--- config.mk ---
export PLATFORM = sky130hd
export DESIGN_NAME = line_pixel_stepper
export DESIGN_NICKNAME = d
export VERILOG_FILES = /design/src/rtl/lps_pkg.sv /design/src/rtl/line_pixel_stepper.sv
export SDC_FILE = /design/constraint.sdc
export NUM_CORES = 1
export LEC_CHECK = 0
export BUFFER_PORTS_ARGS = -buffer_cell sky130_fd_sc_hd__buf_2
export CAP_MARGIN = 20
export CELL_PAD_IN_SITES_DETAIL_PLACEMENT = 0
export CELL_PAD_IN_SITES_GLOBAL_PLACEMENT = 1
export CORE_MARGIN = 5
export CORE_UTILIZATION = 40
export DETAILED_ROUTE_END_ITERATION = 16
export PLACE_DENSITY_LB_ADDON = 0.1
export SLEW_MARGIN = 40
export SYNTH_ARGS = -nofsm -noshare
export SYNTH_HDL_FRONTEND = slang
export SYNTH_SLANG_ARGS = --single-unit
--- constraint.sdc ---
create_clock -name clk_i -period 6.4 [get_ports clk_i]
set_input_delay 0.32 -clock clk_i [delete_from_list [all_inputs] [get_ports clk_i]]
set_output_delay 0.32 -clock clk_i [all_outputs]
set_load 0.02 [all_outputs]
--- src/rtl/lps_pkg.sv ---
// ----------------------------------------------------------------------------
// Line pixel stepper package
// Shared constants, register indexes and request codes for the rasterizer.
// ----------------------------------------------------------------------------
package lps_pkg;

  parameter int unsigned COORD_BITS_DEF = 12;
  parameter int unsigned COLOR_BITS_DEF = 32;

  parameter int unsigned FRAME_WIDTH_RESET  = 240;
  parameter int unsigned FRAME_HEIGHT_RESET = 320;

  typedef enum logic {
    OP_BEGIN = 1'b0,
    OP_STEP  = 1'b1
  } op_e;

  typedef enum logic {
    REG_FRAME_WIDTH  = 1'b0,
    REG_FRAME_HEIGHT = 1'b1
  } reg_idx_e;

endpackage

--- src/rtl/line_pixel_stepper.sv ---
// ----------------------------------------------------------------------------
// Line pixel stepper
// Bresenham line rasterizer with frame clipping and linear address output.
// ----------------------------------------------------------------------------
// A begin request loads both endpoints and the color and yields the first
// pixel; each step request yields the next pixel along the line. The block
// takes one request per clock while the output side is not stalled and returns
// one result per request, registered in both stages. The first stage holds
// the line state and does the error update, one add and one compare per pixel;
// the second stage does the frame clipping and the row stride multiply that
// forms the address. A step after the end pixel returns a result with the
// write flag cleared and last set. Frame registers may only be written while
// no request is in flight.
module line_pixel_stepper #(
  parameter int unsigned COORD_BITS = lps_pkg::COORD_BITS_DEF,
  parameter int unsigned COLOR_BITS = lps_pkg::COLOR_BITS_DEF
) (
  input  logic                         clk_i,
  input  logic                         rst_ni,

  input  logic                         cfg_write_i,
  input  lps_pkg::reg_idx_e            cfg_index_i,
  input  logic [COORD_BITS-1:0]        cfg_data_i,

  input  logic                         in_valid_i,
  output logic                         in_ready_o,
  input  lps_pkg::op_e                 opcode_i,
  input  logic signed [COORD_BITS-1:0] start_x_i,
  input  logic signed [COORD_BITS-1:0] start_y_i,
  input  logic signed [COORD_BITS-1:0] end_x_i,
  input  logic signed [COORD_BITS-1:0] end_y_i,
  input  logic [COLOR_BITS-1:0]        line_color_i,

  output logic                         out_valid_o,
  input  logic                         out_ready_i,
  output logic                         write_enable_o,
  output logic signed [COORD_BITS-1:0] pixel_x_o,
  output logic signed [COORD_BITS-1:0] pixel_y_o,
  output logic [2*COORD_BITS-3:0]      pixel_address_o,
  output logic [COLOR_BITS-1:0]        pixel_color_o,
  output logic                         last_o
);
  import lps_pkg::*;

  localparam int unsigned C  = COORD_BITS;
  localparam int unsigned AW = 2 * COORD_BITS - 2;
  localparam int unsigned EW = COORD_BITS + 3;

  // Configuration registers.
  logic [C-1:0] frame_width_q, frame_height_q;

  always_ff @(posedge clk_i or negedge rst_ni) begin
    if (!rst_ni) begin
      frame_width_q  <= C'(FRAME_WIDTH_RESET);
      frame_height_q <= C'(FRAME_HEIGHT_RESET);
    end else if (cfg_write_i) begin
      unique case (cfg_index_i)
        REG_FRAME_WIDTH:  frame_width_q  <= cfg_data_i;
        REG_FRAME_HEIGHT: frame_height_q <= cfg_data_i;
        default: ;
      endcase
    end
  end

  // Handshake across the two stages.
  logic s1_valid_q, out_valid_q;
  logic s1_ready, s2_ready, in_accept;

  assign s2_ready   = !out_valid_q || out_ready_i;
  assign s1_ready   = !s1_valid_q || s2_ready;
  assign in_ready_o = s1_ready;
  assign in_accept  = in_valid_i && s1_ready;

  // Line state: the last emitted pixel and the pixels still to come.
  logic signed [C-1:0] cur_x_q, cur_y_q;
  logic                x_neg_q, y_neg_q, y_major_q;
  logic [C:0]          two_minor_q, two_major_q;
  logic signed [EW-1:0] err_q;
  logic [C-1:0]        remain_q;
  logic [COLOR_BITS-1:0] color_q;

  // Begin path.
  logic signed [C:0] dx, dy;
  logic [C:0]        dx_abs, dy_abs;
  logic [C-1:0]      span_x, span_y, span_major, span_minor;
  logic              begin_y_major;

  always_comb begin
    dx            = {end_x_i[C-1], end_x_i} - {start_x_i[C-1], start_x_i};
    dy            = {end_y_i[C-1], end_y_i} - {start_y_i[C-1], start_y_i};
    dx_abs        = dx[C] ? -dx : dx;
    dy_abs        = dy[C] ? -dy : dy;
    span_x        = dx_abs[C-1:0];
    span_y        = dy_abs[C-1:0];
    begin_y_major = span_y > span_x;
    span_major    = begin_y_major ? span_y : span_x;
    span_minor    = begin_y_major ? span_x : span_y;
  end

  // Step path.
  logic signed [EW-1:0] err_add, err_next;
  logic                 move_minor, move_x, move_y;
  logic [C-1:0]         step_x, step_y;
  logic signed [C-1:0]  next_x, next_y;
  logic                 line_active;

  always_comb begin
    line_active = remain_q != '0;
    err_add     = err_q + EW'(two_minor_q);
    move_minor  = !err_add[EW-1] && (err_add != '0);
    err_next    = move_minor ? err_add - EW'(two_major_q) : err_add;
    move_x      = y_major_q ? move_minor : 1'b1;
    move_y      = y_major_q ? 1'b1 : move_minor;
    step_x      = x_neg_q ? '1 : C'(1);
    step_y      = y_neg_q ? '1 : C'(1);
    next_x      = cur_x_q + (move_x ? step_x : '0);
    next_y      = cur_y_q + (move_y ? step_y : '0);
  end

  always_ff @(posedge clk_i or negedge rst_ni) begin
    if (!rst_ni) begin
      remain_q <= '0;
    end else if (in_accept) begin
      if (opcode_i == OP_BEGIN) begin
        remain_q <= span_major;
      end else if (line_active) begin
        remain_q <= remain_q - C'(1);
      end
    end
  end

  always_ff @(posedge clk_i) begin
    if (in_accept) begin
      if (opcode_i == OP_BEGIN) begin
        cur_x_q     <= start_x_i;
        cur_y_q     <= start_y_i;
        x_neg_q     <= dx[C];
        y_neg_q     <= dy[C];
        y_major_q   <= begin_y_major;
        two_minor_q <= {span_minor, 1'b0};
        two_major_q <= {span_major, 1'b0};
        err_q       <= -$signed(EW'(span_major));
        color_q     <= line_color_i;
      end else if (line_active) begin
        cur_x_q <= next_x;
        cur_y_q <= next_y;
        err_q   <= err_next;
      end
    end
  end

  // Stage one result register.
  logic                s1_idle_q, s1_last_q;
  logic signed [C-1:0] s1_x_q, s1_y_q;
  logic [COLOR_BITS-1:0] s1_color_q;

  always_ff @(posedge clk_i or negedge rst_ni) begin
    if (!rst_ni) begin
      s1_valid_q <= 1'b0;
    end else if (s1_ready) begin
      s1_valid_q <= in_valid_i;
    end
  end

  always_ff @(posedge clk_i) begin
    if (in_accept) begin
      if (opcode_i == OP_BEGIN) begin
        s1_idle_q  <= 1'b0;
        s1_x_q     <= start_x_i;
        s1_y_q     <= start_y_i;
        s1_color_q <= line_color_i;
        s1_last_q  <= span_major == '0;
      end else if (line_active) begin
        s1_idle_q  <= 1'b0;
        s1_x_q     <= next_x;
        s1_y_q     <= next_y;
        s1_color_q <= color_q;
        s1_last_q  <= remain_q == C'(1);
      end else begin
        s1_idle_q  <= 1'b1;
        s1_x_q     <= '0;
        s1_y_q     <= '0;
        s1_color_q <= '0;
        s1_last_q  <= 1'b1;
      end
    end
  end

  // Stage two: clipping and address.
  logic            in_frame;
  logic [2*C-1:0]  row_base;
  logic [AW-1:0]   address;

  always_comb begin
    in_frame = !s1_idle_q && !s1_x_q[C-1] && !s1_y_q[C-1] &&
               (s1_x_q < frame_width_q) && (s1_y_q < frame_height_q);
    row_base = s1_y_q * frame_width_q;
    address  = in_frame ? row_base[AW-1:0] + AW'(s1_x_q) : '0;
  end

  logic                out_we_q, out_last_q;
  logic signed [C-1:0] out_x_q, out_y_q;
  logic [AW-1:0]       out_addr_q;
  logic [COLOR_BITS-1:0] out_color_q;

  always_ff @(posedge clk_i or negedge rst_ni) begin
    if (!rst_ni) begin
      out_valid_q <= 1'b0;
    end else if (s2_ready) begin
      out_valid_q <= s1_valid_q;
    end
  end

  always_ff @(posedge clk_i) begin
    if (s1_valid_q && s2_ready) begin
      out_we_q    <= in_frame;
      out_x_q     <= s1_x_q;
      out_y_q     <= s1_y_q;
      out_addr_q  <= address;
      out_color_q <= s1_color_q;
      out_last_q  <= s1_last_q;
    end
  end

  assign out_valid_o     = out_valid_q;
  assign write_enable_o  = out_we_q;
  assign pixel_x_o       = out_x_q;
  assign pixel_y_o       = out_y_q;
  assign pixel_address_o = out_addr_q;
  assign pixel_color_o   = out_color_q;
  assign last_o          = out_last_q;

endmodule
Word-level counts from Yosys, hierarchy flattened
Cells that the tools add are included.
{"block": "word_totals", "regBits": 274, "inputBits": 99, "out_inout_bits": 82, "wordCells": 94}
{"block": "classes", "add_sub_neg": 11, "multipliers": 1, "order_cmp": 3, "eq_ne": 2, "n_mux": 28, "bitwise": 2, "n_reduce_logical": 22}
{"cell": "12-bit 2-to-1 mux", "count": 18}
{"cell": "32-bit 2-to-1 mux", "count": 2}
{"cell": "15-bit 2-to-1 mux", "count": 3}
{"cell": "12-bit by 12-bit subtractor with 13-bit output", "count": 2}
{"cell": "12-bit adder", "count": 2}
{"cell": "12-bit less-than comparator", "count": 2}
{"cell": "12-bit negation", "count": 2}
{"cell": "22-bit adder", "count": 1}
{"cell": "12-bit by 12-bit multiplier with 22-bit output", "count": 1}
{"cell": "15-bit by 13-bit adder with 15-bit output", "count": 1}
{"cell": "12-bit negation with 15-bit output", "count": 1}
{"cell": "15-bit nonzero test", "count": 1}
{"cell": "15-bit by 13-bit subtractor with 15-bit output", "count": 1}
{"cell": "12-bit by 1-bit equality test with 1-bit output (second input constant)", "count": 1}
{"cell": "12-bit > comparator", "count": 1}
{"cell": "12-bit zero test", "count": 1}
{"cell": "12-bit nonzero test", "count": 1}
{"cell": "12-bit by 1-bit subtractor with 12-bit output (second input constant)", "count": 1}
{"cell": "2-bit AND reduction", "count": 4}
{"cell": "1-bit logical AND", "count": 7}
{"cell": "1-bit zero test", "count": 6}
{"cell": "1-bit 2-to-1 mux", "count": 5}
{"cell": "1-bit logical OR", "count": 2}
{"cell": "2-bit by 1-bit != test with 1-bit output (second input constant)", "count": 1}
{"cell": "1-bit NOT", "count": 2}

Logic depth before layout (Yosys ltp)
Gate-level depths: netlist of the first run.
{"block": "depth", "ltp_word": 8, "ltp_mapped": 30, "ltp_nobuf": 28}

Worst setup path before layout of the first run
OpenSTA, ideal clock, no wires.
{"block": "synth_timing", "kind": "input to register", "from": "input end_y_i[0]", "to": "register err_q[10] (data pin)", "setup_ns": 0.167, "t_arrival_ns": 5.556, "setup_slack_ns": 0.676, "path_stages": 29, "path_cell_list": "inv_1 -> ha_1 -> fa_1 -> nor2b_1 -> o21ai_0 -> a21oi_1 -> o21a_1 -> clkbuf_1 -> inv_1 -> mux2i_1 -> ha_1 -> nor2b_1 -> o21a_1 -> o21ai_0 -> a21oi_1 -> nor2_1 -> nor2_1 -> o221ai_1 -> maj3_2 -> o21a_1 -> buf_6 -> buf_6 -> mux2i_1 -> ha_1 -> inv_1 -> or4_1 -> mux2_4 -> or2_0 -> a221oi_2"}
{"block": "synth_between", "word_cells_on_any_way": 7, "classes_between": "add/sub (3); order compare (1); mux (3)"}
{"element": "start, declared", "line": "line_pixel_stepper.sv:31", "text": "input logic signed [COORD_BITS-1:0] end_y_i,"}
{"element": "12-bit by 12-bit subtractor with 13-bit output *", "line": "line_pixel_stepper.sv:90", "text": "dy = {end_y_i[C-1], end_y_i} - {start_y_i[C-1], start_y_i};"}
{"element": "via dy[12]", "line": "line_pixel_stepper.sv:83", "text": "logic signed [C:0] dx, dy;"}
{"element": "12-bit 2-to-1 mux *", "line": "line_pixel_stepper.sv:92", "text": "dy_abs = dy[C] ? -dy : dy;"}
{"element": "12-bit > comparator", "line": "line_pixel_stepper.sv:95", "text": "begin_y_major = span_y > span_x;"}
{"element": "12-bit 2-to-1 mux *", "line": "line_pixel_stepper.sv:96", "text": "span_major = begin_y_major ? span_y : span_x;"}
{"element": "12-bit negation with 15-bit output *", "line": "line_pixel_stepper.sv:142", "text": "err_q <= -$signed(EW'(span_major));"}
{"element": "15-bit 2-to-1 mux *", "line": "line_pixel_stepper.sv:134", "text": "if (opcode_i == OP_BEGIN) begin"}
{"element": "end signal, assigned", "line": "line_pixel_stepper.sv:142"}
{"element": "end signal, assigned", "line": "line_pixel_stepper.sv:147", "text": "err_q <= err_next;"}
{"element": "end, declared", "line": "line_pixel_stepper.sv:78", "text": "logic signed [EW-1:0] err_q;"}
Mark *: on every way through the listed nets, which the timed path passes. The rest lies on a longest branch.
A chain may end at the register's enable or synchronous reset.

Worst setup path after layout of the first run
{"block": "layout_timing", "from": "register two_minor_q[1]", "to": "register s1_x_q[11] (data pin)"}
{"block": "layout_between", "elab_chain_cells": 8, "word_cells_on_any_way": 9, "classes_between": "add/sub (2); mux (4); reduce/logical (3)"}
{"element": "start, declared", "line": "line_pixel_stepper.sv:77", "text": "logic [C:0] two_minor_q, two_major_q;"}
{"element": "start signal, assigned", "line": "line_pixel_stepper.sv:140", "text": "two_minor_q <= {span_minor, 1'b0};"}
{"element": "15-bit by 13-bit adder with 15-bit output *", "line": "line_pixel_stepper.sv:109", "text": "err_add = err_q + EW'(two_minor_q);"}
{"element": "15-bit nonzero test / 1-bit zero test (equally long branches)", "line": "line_pixel_stepper.sv:110", "text": "move_minor = !err_add[EW-1] && (err_add != '0);"}
{"element": "1-bit logical AND *", "line": "line_pixel_stepper.sv:110"}
{"element": "1-bit 2-to-1 mux *", "line": "line_pixel_stepper.sv:112", "text": "move_x = y_major_q ? move_minor : 1'b1;"}
{"element": "12-bit 2-to-1 mux *", "line": "line_pixel_stepper.sv:116", "text": "next_x = cur_x_q + (move_x ? step_x : '0);"}
{"element": "12-bit adder *", "line": "line_pixel_stepper.sv:116"}
{"element": "12-bit 2-to-1 mux *", "line": "line_pixel_stepper.sv:173", "text": "end else if (line_active) begin"}
{"element": "12-bit 2-to-1 mux *", "line": "line_pixel_stepper.sv:167", "text": "if (opcode_i == OP_BEGIN) begin"}
{"element": "end signal, assigned", "line": "line_pixel_stepper.sv:169", "text": "s1_x_q <= start_x_i;"}
{"element": "end signal, assigned", "line": "line_pixel_stepper.sv:175", "text": "s1_x_q <= next_x;"}
{"element": "end, declared", "line": "line_pixel_stepper.sv:154", "text": "logic signed [C-1:0] s1_x_q, s1_y_q;"}
Every way passes the cells marked *; elsewhere a longest branch is shown, timed or not.

==> flow_summary.ini, run 1 <==
[floorplanning]
die_w_microns = 233.8
core_sq_mm = 0.04986
start_util_pct = 40.18
die-area_sq_mm = 0.05466
ioPinCount = 181
core.rowCount = 82
die_h_microns = 233.8

[global_routing]
grt_pass1_vias = 14800
grt_overflow = 0
grt_use_total_pct = 18.82
grt_pass1_wl_microns = 81320
grt_start_max_net_pins = 61
antenna_found_initial = 0

[routing]
wl_per_cell_microns = 18.25
route.met3.wl_microns = 1566
first_pass_iters = 5
top_layer = met4
wirelength_microns = 51820
via_count = 14390
ant_nets = 0
drt-initial-drc-count = 672
drcViolationCount = 0
wirelength_met1_microns = 23510
met2_length_microns = 25060
vias_per_cell = 5.065

[setup_path]
reg2reg_from = two_minor_q[1]$_DFFE_PP_
cp-end-kind = flop
cp.arrival_ns = 6.32
r2r_setup_slack_ns = 0.40
cp.required_ns = 6.72
cp_max_fo = 4
reg2regPathDepth = 24
worstSetupPathType = reg -> reg
start_kind = flop
r2r-end = s1_x_q[11]$_DFFE_PP_

[pwr]
power_switching_uw = 6060
p_per_area_mw_per_mm2 = 574.4
p_seq_share_pct = 19.3
sw_frac_of_total_pct = 44.99
p_clk_share_pct = 13.7
p_leak_uw = 0.01020
p_int_uw = 7410
finalPower_uw = 13470
irDropWorstVdd_uv = 507.9
combinationalPowerShare_pct = 67.0

[run]
cap_violations = 0

[layout]
drive_above_1_share_pct = 16.24
layout_common_cells = inv_1, edfxtp_1, nand2_1
mostFrequentLayoutCell = inv_1
fin_cells = 2840
num_antenna_cells = 0
nets = 2528
areaGrowthSynthToFinish_pct = 17.06

[sta]
period_share_pct = 93.76
drv_slew = 0
worst_pin_slew_ns = 0.8347
fin_crit_ns = 6.001
finalHoldViolations = 0
setup_viol = 0
fmax_ghz = 0.1666
maxSlewHeadroom_pct = 44.36
clock-skew-final_ns = 0.01017
setup_tns_ns = 0

[synthesis]
syn-num-nets = 2285
synth-async-reset-ratio_pct = 13.87
seq_area_frac_synth_pct = 40.16
synth_area_sq_mm = 0.02003
ys_seq_elements = 274
synth_edf_count = 236
synth_top_flop_cell = edfxtp_1
synth_warnings = 0
synth_cell_types = 79
synth_cells = 1900
syn_avg_cell_area_sq_um = 10.54

[cts]
tritoncts = yes
cts_buffer_depth = 3
root_buffer = clkbuf_16
clk_latency_ns = 0.58
numCtsBuffers = 31
h-tree-depth = 1
clock_sinks = 274
clk_pin_slew_ns = 0.07

[status]
status = finished, final reports clean

[placement]
routabilityCongestion = 0.8557
dp_cells = 2739
place.port_buffers = 180
dpl.hpwl_microns = 40170

[hold_path]
hp-start = out_ready_i
hold_path_class = in -> reg
worstHoldPathCells = 3
min_to = out_valid_o$_DFFE_PN0P_
==> power groups by stage <==
stage	registers (uW)	logic, uW	clock network, uW
floorplan	2650	6950	0
global placement	2640	8990	0
detailed placement	2640	9070	0
CTS	2610	9140	1890
global route	2640	10300	1960
finish	2600	9020	1840
==> registers in the layout, summed over array words and instances (netlist names), 12 cells and up <==
register	flops
cur_x_q	12
frame_height_q	12
cur_y_q	12
err_q	15
remain_q	12
pixel_address_o	22
s1_color_q	32
color_q	32
two_major_q	12
s1_y_q	12
pixel_color_o	32
pixel_x_o	12
two_minor_q	12
frame_width_q	12
s1_x_q	12
pixel_y_o	12
==> timing repair <==
item | CTS | global route
gates resized for setup | 0 | 3
setup buffers | 0 | 1
hold buffers | 42 | 0
endpoints found under the setup margin | 0 | 8
endpoints found under the hold margin | 74 | 0
==> layout make-up <==
class	instances	area (sq um)
clock buffers	34	797.0
clock inverters	24	269.0
fillers	4735	26410
inverters	256	963.4
multi-input cells	1308	10840
flip-flops and latches	274	8045
well taps	672	840.8
repair buffers	272	1699
==> per-layer routing <==
| layer | track usage, % | vias up |
|---|---|---|
| li1 | - | 7057 |
| met1 | 25.42 | 7000 |
| met2 | 32.32 | 250 |
| met3 | 1.610 | 79 |
| met4 | 6.038 | 0 |
| met5 | 0 | - |
==> stage by stage <==
step                      hold WS (ns)  utilization, %  area [sq um]  setup WS, ns
after global routing           0.03806           47.03         23450      -0.02016
after floorplan                0.02441               -         20030        0.6763
final                          0.04654           47.03         23450        0.3993
after global placement          0.4006           43.98         21930        0.1943
after detailed placement        0.3454           43.99         21930        0.1112
after CTS                      0.01206           46.97         23420        0.2975
==> logic make-up after synthesis <==
logic type / Yosys count / share of synthesized area [%]
buf+inv: 318 / 6.052
compound gates: 383 / 13.08
flops: 274 / 40.16
fa+ha+maj: 287 / 22.60
mux: 36 / 1.998
xor+xnor: 100 / 4.372
simple gates: 502 / 11.74
==> worst max-delay path: stages, from the launching register on <==
cell,delay [ns]
edfxtp_1,0.38
ha_1,0.25
fa_1,0.41
a21o_1,0.20
a21oi_1,0.21
o21ai_1,0.12
a2111o_1,0.45
nand2_1,0.11
xnor2_1,0.10
or4b_1,0.60
o41ai_4,0.32
nand2_1,0.12
and2_1,0.23
ha_1,0.29
a21o_1,0.16
a21oi_1,0.23
o21bai_1,0.11
a21oi_1,0.22
o21bai_1,0.09
a21oi_1,0.24
o21ai_0,0.20
o41ai_2,0.26
xnor2_1,0.17
xnor2_1,0.18
o22ai_1,0.10
==> worst max-delay path by stage <==
stage | startpoint | endpoint | slack, ns | cells after the start
after floorplan | end_y_i[0] | err_q[10]$_DFFE_PP_ | 0.68 | 29
after CTS | two_minor_q[1]$_DFFE_PP_ | s1_y_q[11]$_DFFE_PP_ | 0.30 | 24
after global placement | start_y_i[0] | err_q[14]$_DFFE_PP_ | 0.19 | 26
after detailed placement | start_y_i[0] | err_q[14]$_DFFE_PP_ | 0.11 | 26
after global routing | two_minor_q[1]$_DFFE_PP_ | s1_x_q[11]$_DFFE_PP_ | -0.02 | 24
final | two_minor_q[1]$_DFFE_PP_ | s1_x_q[11]$_DFFE_PP_ | 0.40 | 24
==> cells in the mapped netlist, types with 6 or more instances <==
| master | number | area [sq um] |
|---|---|---|
| inv_1 | 255 | 957.2 |
| edfxtp_1 | 236 | 7087 |
| nand2_1 | 189 | 709.4 |
| ha_1 | 161 | 2014 |
| fa_1 | 125 | 2502 |
| nor2_1 | 108 | 405.4 |
| o21ai_0 | 92 | 460.4 |
| a21oi_1 | 83 | 415.4 |
| xnor2_1 | 71 | 621.9 |
| and2_1 | 56 | 350.3 |
| clkbuf_1 | 53 | 198.9 |
| nand3_1 | 37 | 185.2 |
| a22o_1 | 34 | 297.8 |
| dfrtp_1 | 32 | 800.8 |
| o21a_1 | 32 | 240.2 |
| xor2_1 | 29 | 254.0 |
| nor3_1 | 27 | 135.1 |
| a21o_1 | 20 | 150.1 |
| o21bai_1 | 20 | 150.1 |
| mux2_2 | 19 | 214.0 |
| nand2b_1 | 17 | 106.4 |
| mux2i_1 | 13 | 130.1 |
| nor2b_1 | 13 | 81.33 |
| a211oi_1 | 11 | 82.58 |
| and3_1 | 9 | 56.30 |
| nor4_1 | 9 | 56.30 |
| o31ai_1 | 9 | 67.56 |
| or3_1 | 8 | 50.05 |
| a31oi_1 | 7 | 43.79 |
| o31a_1 | 7 | 61.31 |
| dfstp_2 | 6 | 157.7 |
| o211ai_1 | 6 | 45.04 |
| o221a_2 | 6 | 67.56 |
| or2_2 | 6 | 37.54 |
Note: power is estimated with default switching activity, not from simulation.
==> inputs of run 2 (changes only) <==
- PLACE_DENSITY: default -> 0.68
- PLACE_DENSITY_LB_ADDON: 0.1 -> default
- RECOVER_POWER: default -> 100
==> flow_summary.ini, run 2 (same netlist as run 1, synthesis figures left out) <==
[cts]
numCtsBuffers = 30
h-tree-depth = 1
tritoncts = yes
clock_sinks = 274
clk_latency_ns = 0.59
cts_buffer_depth = 3
cts_setup_buffers = 0
root_buffer = clkbuf_16
clk_pin_slew_ns = 0.06

[global_routing]
grt_pass1_wl_microns = 80830
grt_use_total_pct = 18.54
antenna_found_initial = 0
grt_start_max_net_pins = 86
grt_overflow = 0
grt_pass1_vias = 14670

[floorplanning]
start_util_pct = 40.18
core_sq_mm = 0.04986
die_w_microns = 233.8
die_h_microns = 233.8
core.rowCount = 82
ioPinCount = 181
die-area_sq_mm = 0.05466

[setup_path]
worstSetupPathType = reg -> reg
cp-end-kind = flop
reg2regPathDepth = 24
cp.required_ns = 6.71
r2r-end = s1_y_q[11]$_DFFE_PP_
slowest_stage = or4b_1
crit_chain = ha_1 -> fa_1 -> a21o_1 -> a21oi_1 -> o21ai_1 -> a2111o_1 -> nand2_1 -> xnor2_1 -> or4b_1 -> o41ai_4 -> nand2b_1 -> and2_1 -> ha_1 -> a21o_1 -> a21oi_1 -> o21bai_1 -> a21oi_1 -> o21bai_1 -> a21oi_1 -> o21ai_1 -> o41ai_2 -> xnor2_1 -> xnor2_1 -> o22ai_1
cpMostUsedCell = a21oi_1
crit_buf_inv = 0
reg2reg_from = two_minor_q[1]$_DFFE_PP_
cp.arrival_ns = 6.32
cp_max_fo = 4
max_stage_delay_ns = 0.61
start_kind = flop
r2r_setup_slack_ns = 0.39
cp_top_family = compound AO/OA/AOI/OAI gates

[sta]
fin_ws_ns = 0.3898
fmax_ghz = 0.1664
setup_viol = 0
setup_tns_ns = 0
maxSlewHeadroom_pct = -132.6
clock-skew-final_ns = 0.01243
fin_crit_ns = 6.010
period_share_pct = 93.91
finalHoldViolations = 0
worst_pin_slew_ns = 3.489
rsz0062_at_grt = no
drv_slew = 308

[routing]
wl_per_cell_microns = 18.06
ant_nets = 0
vias_per_cell = 5.099
first_pass_iters = 5
via_count = 14420
drcViolationCount = 0
drt-initial-drc-count = 822
wirelength_microns = 51080

[placement]
place.port_buffers = 180
pre_cts_ws_ns = 0.07383
routabilityCongestion = 0.8691
dpl.hpwl_microns = 39250

[hold_path]
hold_path_class = in -> reg
worstHoldPathCells = 2
hp-start = cfg_data_i[0]
min_to = frame_height_q[0]$_DFFE_PN0P_

[status]
violations = capacitance limit, slew limit
status = finished, violations left

[layout]
layout_common_cells = inv_1, edfxtp_1, nand2_1
nets = 2517
num_antenna_cells = 0
mostFrequentLayoutCell = inv_1
areaGrowthSynthToFinish_pct = 14.99
drive_above_1_share_pct = 8.256

[pwr]
p_leak_uw = 0.009669
p_per_area_mw_per_mm2 = 573.5
irDropWorstVdd_uv = 408.3

[run]
cap_violations = 7
==> run 2: layout make-up <==
| cell class | instances | area (sq um) |
|---|---|---|
| fillers | 4827 | 26820 |
| multi-input cells | 1308 | 10790 |
| flip-flops and latches | 274 | 8045 |
| repair buffers | 262 | 1420 |
| inverters | 256 | 963.4 |
| well taps | 672 | 840.8 |
| clock buffers | 34 | 765.7 |
| clock inverters | 22 | 215.2 |
==> run 2: worst max-delay path by stage <==
stage / endpoint / cells past startpoint / startpoint / slack [ns]
after floorplan: err_q[10]$_DFFE_PP_ / 29 / end_y_i[0] / 0.68
after global placement: err_q[14]$_DFFE_PP_ / 26 / start_y_i[0] / 0.16
after detailed placement: err_q[12]$_DFFE_PP_ / 26 / start_y_i[0] / 0.07
after CTS: s1_y_q[11]$_DFFE_PP_ / 24 / two_minor_q[1]$_DFFE_PP_ / 0.14
after global routing: cur_x_q[11]$_DFFE_PP_ / 24 / two_minor_q[1]$_DFFE_PP_ / 0.03
final: s1_y_q[11]$_DFFE_PP_ / 24 / two_minor_q[1]$_DFFE_PP_ / 0.39
==> run 2: timing repair <==
| action | 4_1_cts | 5_1_grt |
|---|---|---|
| resized for setup | 0 | 6 |
| hold buffers | 46 | 0 |
| endpoints found under the setup margin | 0 | 6 |
| endpoints found under the hold margin | 78 | 0 |
==> run 2: per-layer routing <==
layer	vias to the layer above	wire length, microns	global-route usage (%)
met5	-	0	0
li1	7037	-	-
met2	269	24480	31.75
met1	7042	23520	25.40
met3	71	1876	1.998
met4	0	1208	4.588
==> run 2: power breakdown <==
group,internal [uW],leakage (uW),switching (uW)
sequential,2400,0.00270,223
clock,951,0.000438,762
combinational,3820,0.00653,5060
==> run 2: stage by stage <==
step                cell area (sq um)  util, %  hold WS [ns]  cells  power (uW)
finish                          23040    46.20       0.04861   2828       13210
floorplan                       20030        -       0.02441   1900        9601
global placement                21830    43.78        0.4023   2726       11470
global route                    23040    46.20       0.02090   2828       14640
CTS                             23280    46.69      0.006745   2828       13420
detailed placement              21840    43.80        0.3351   2726       11600
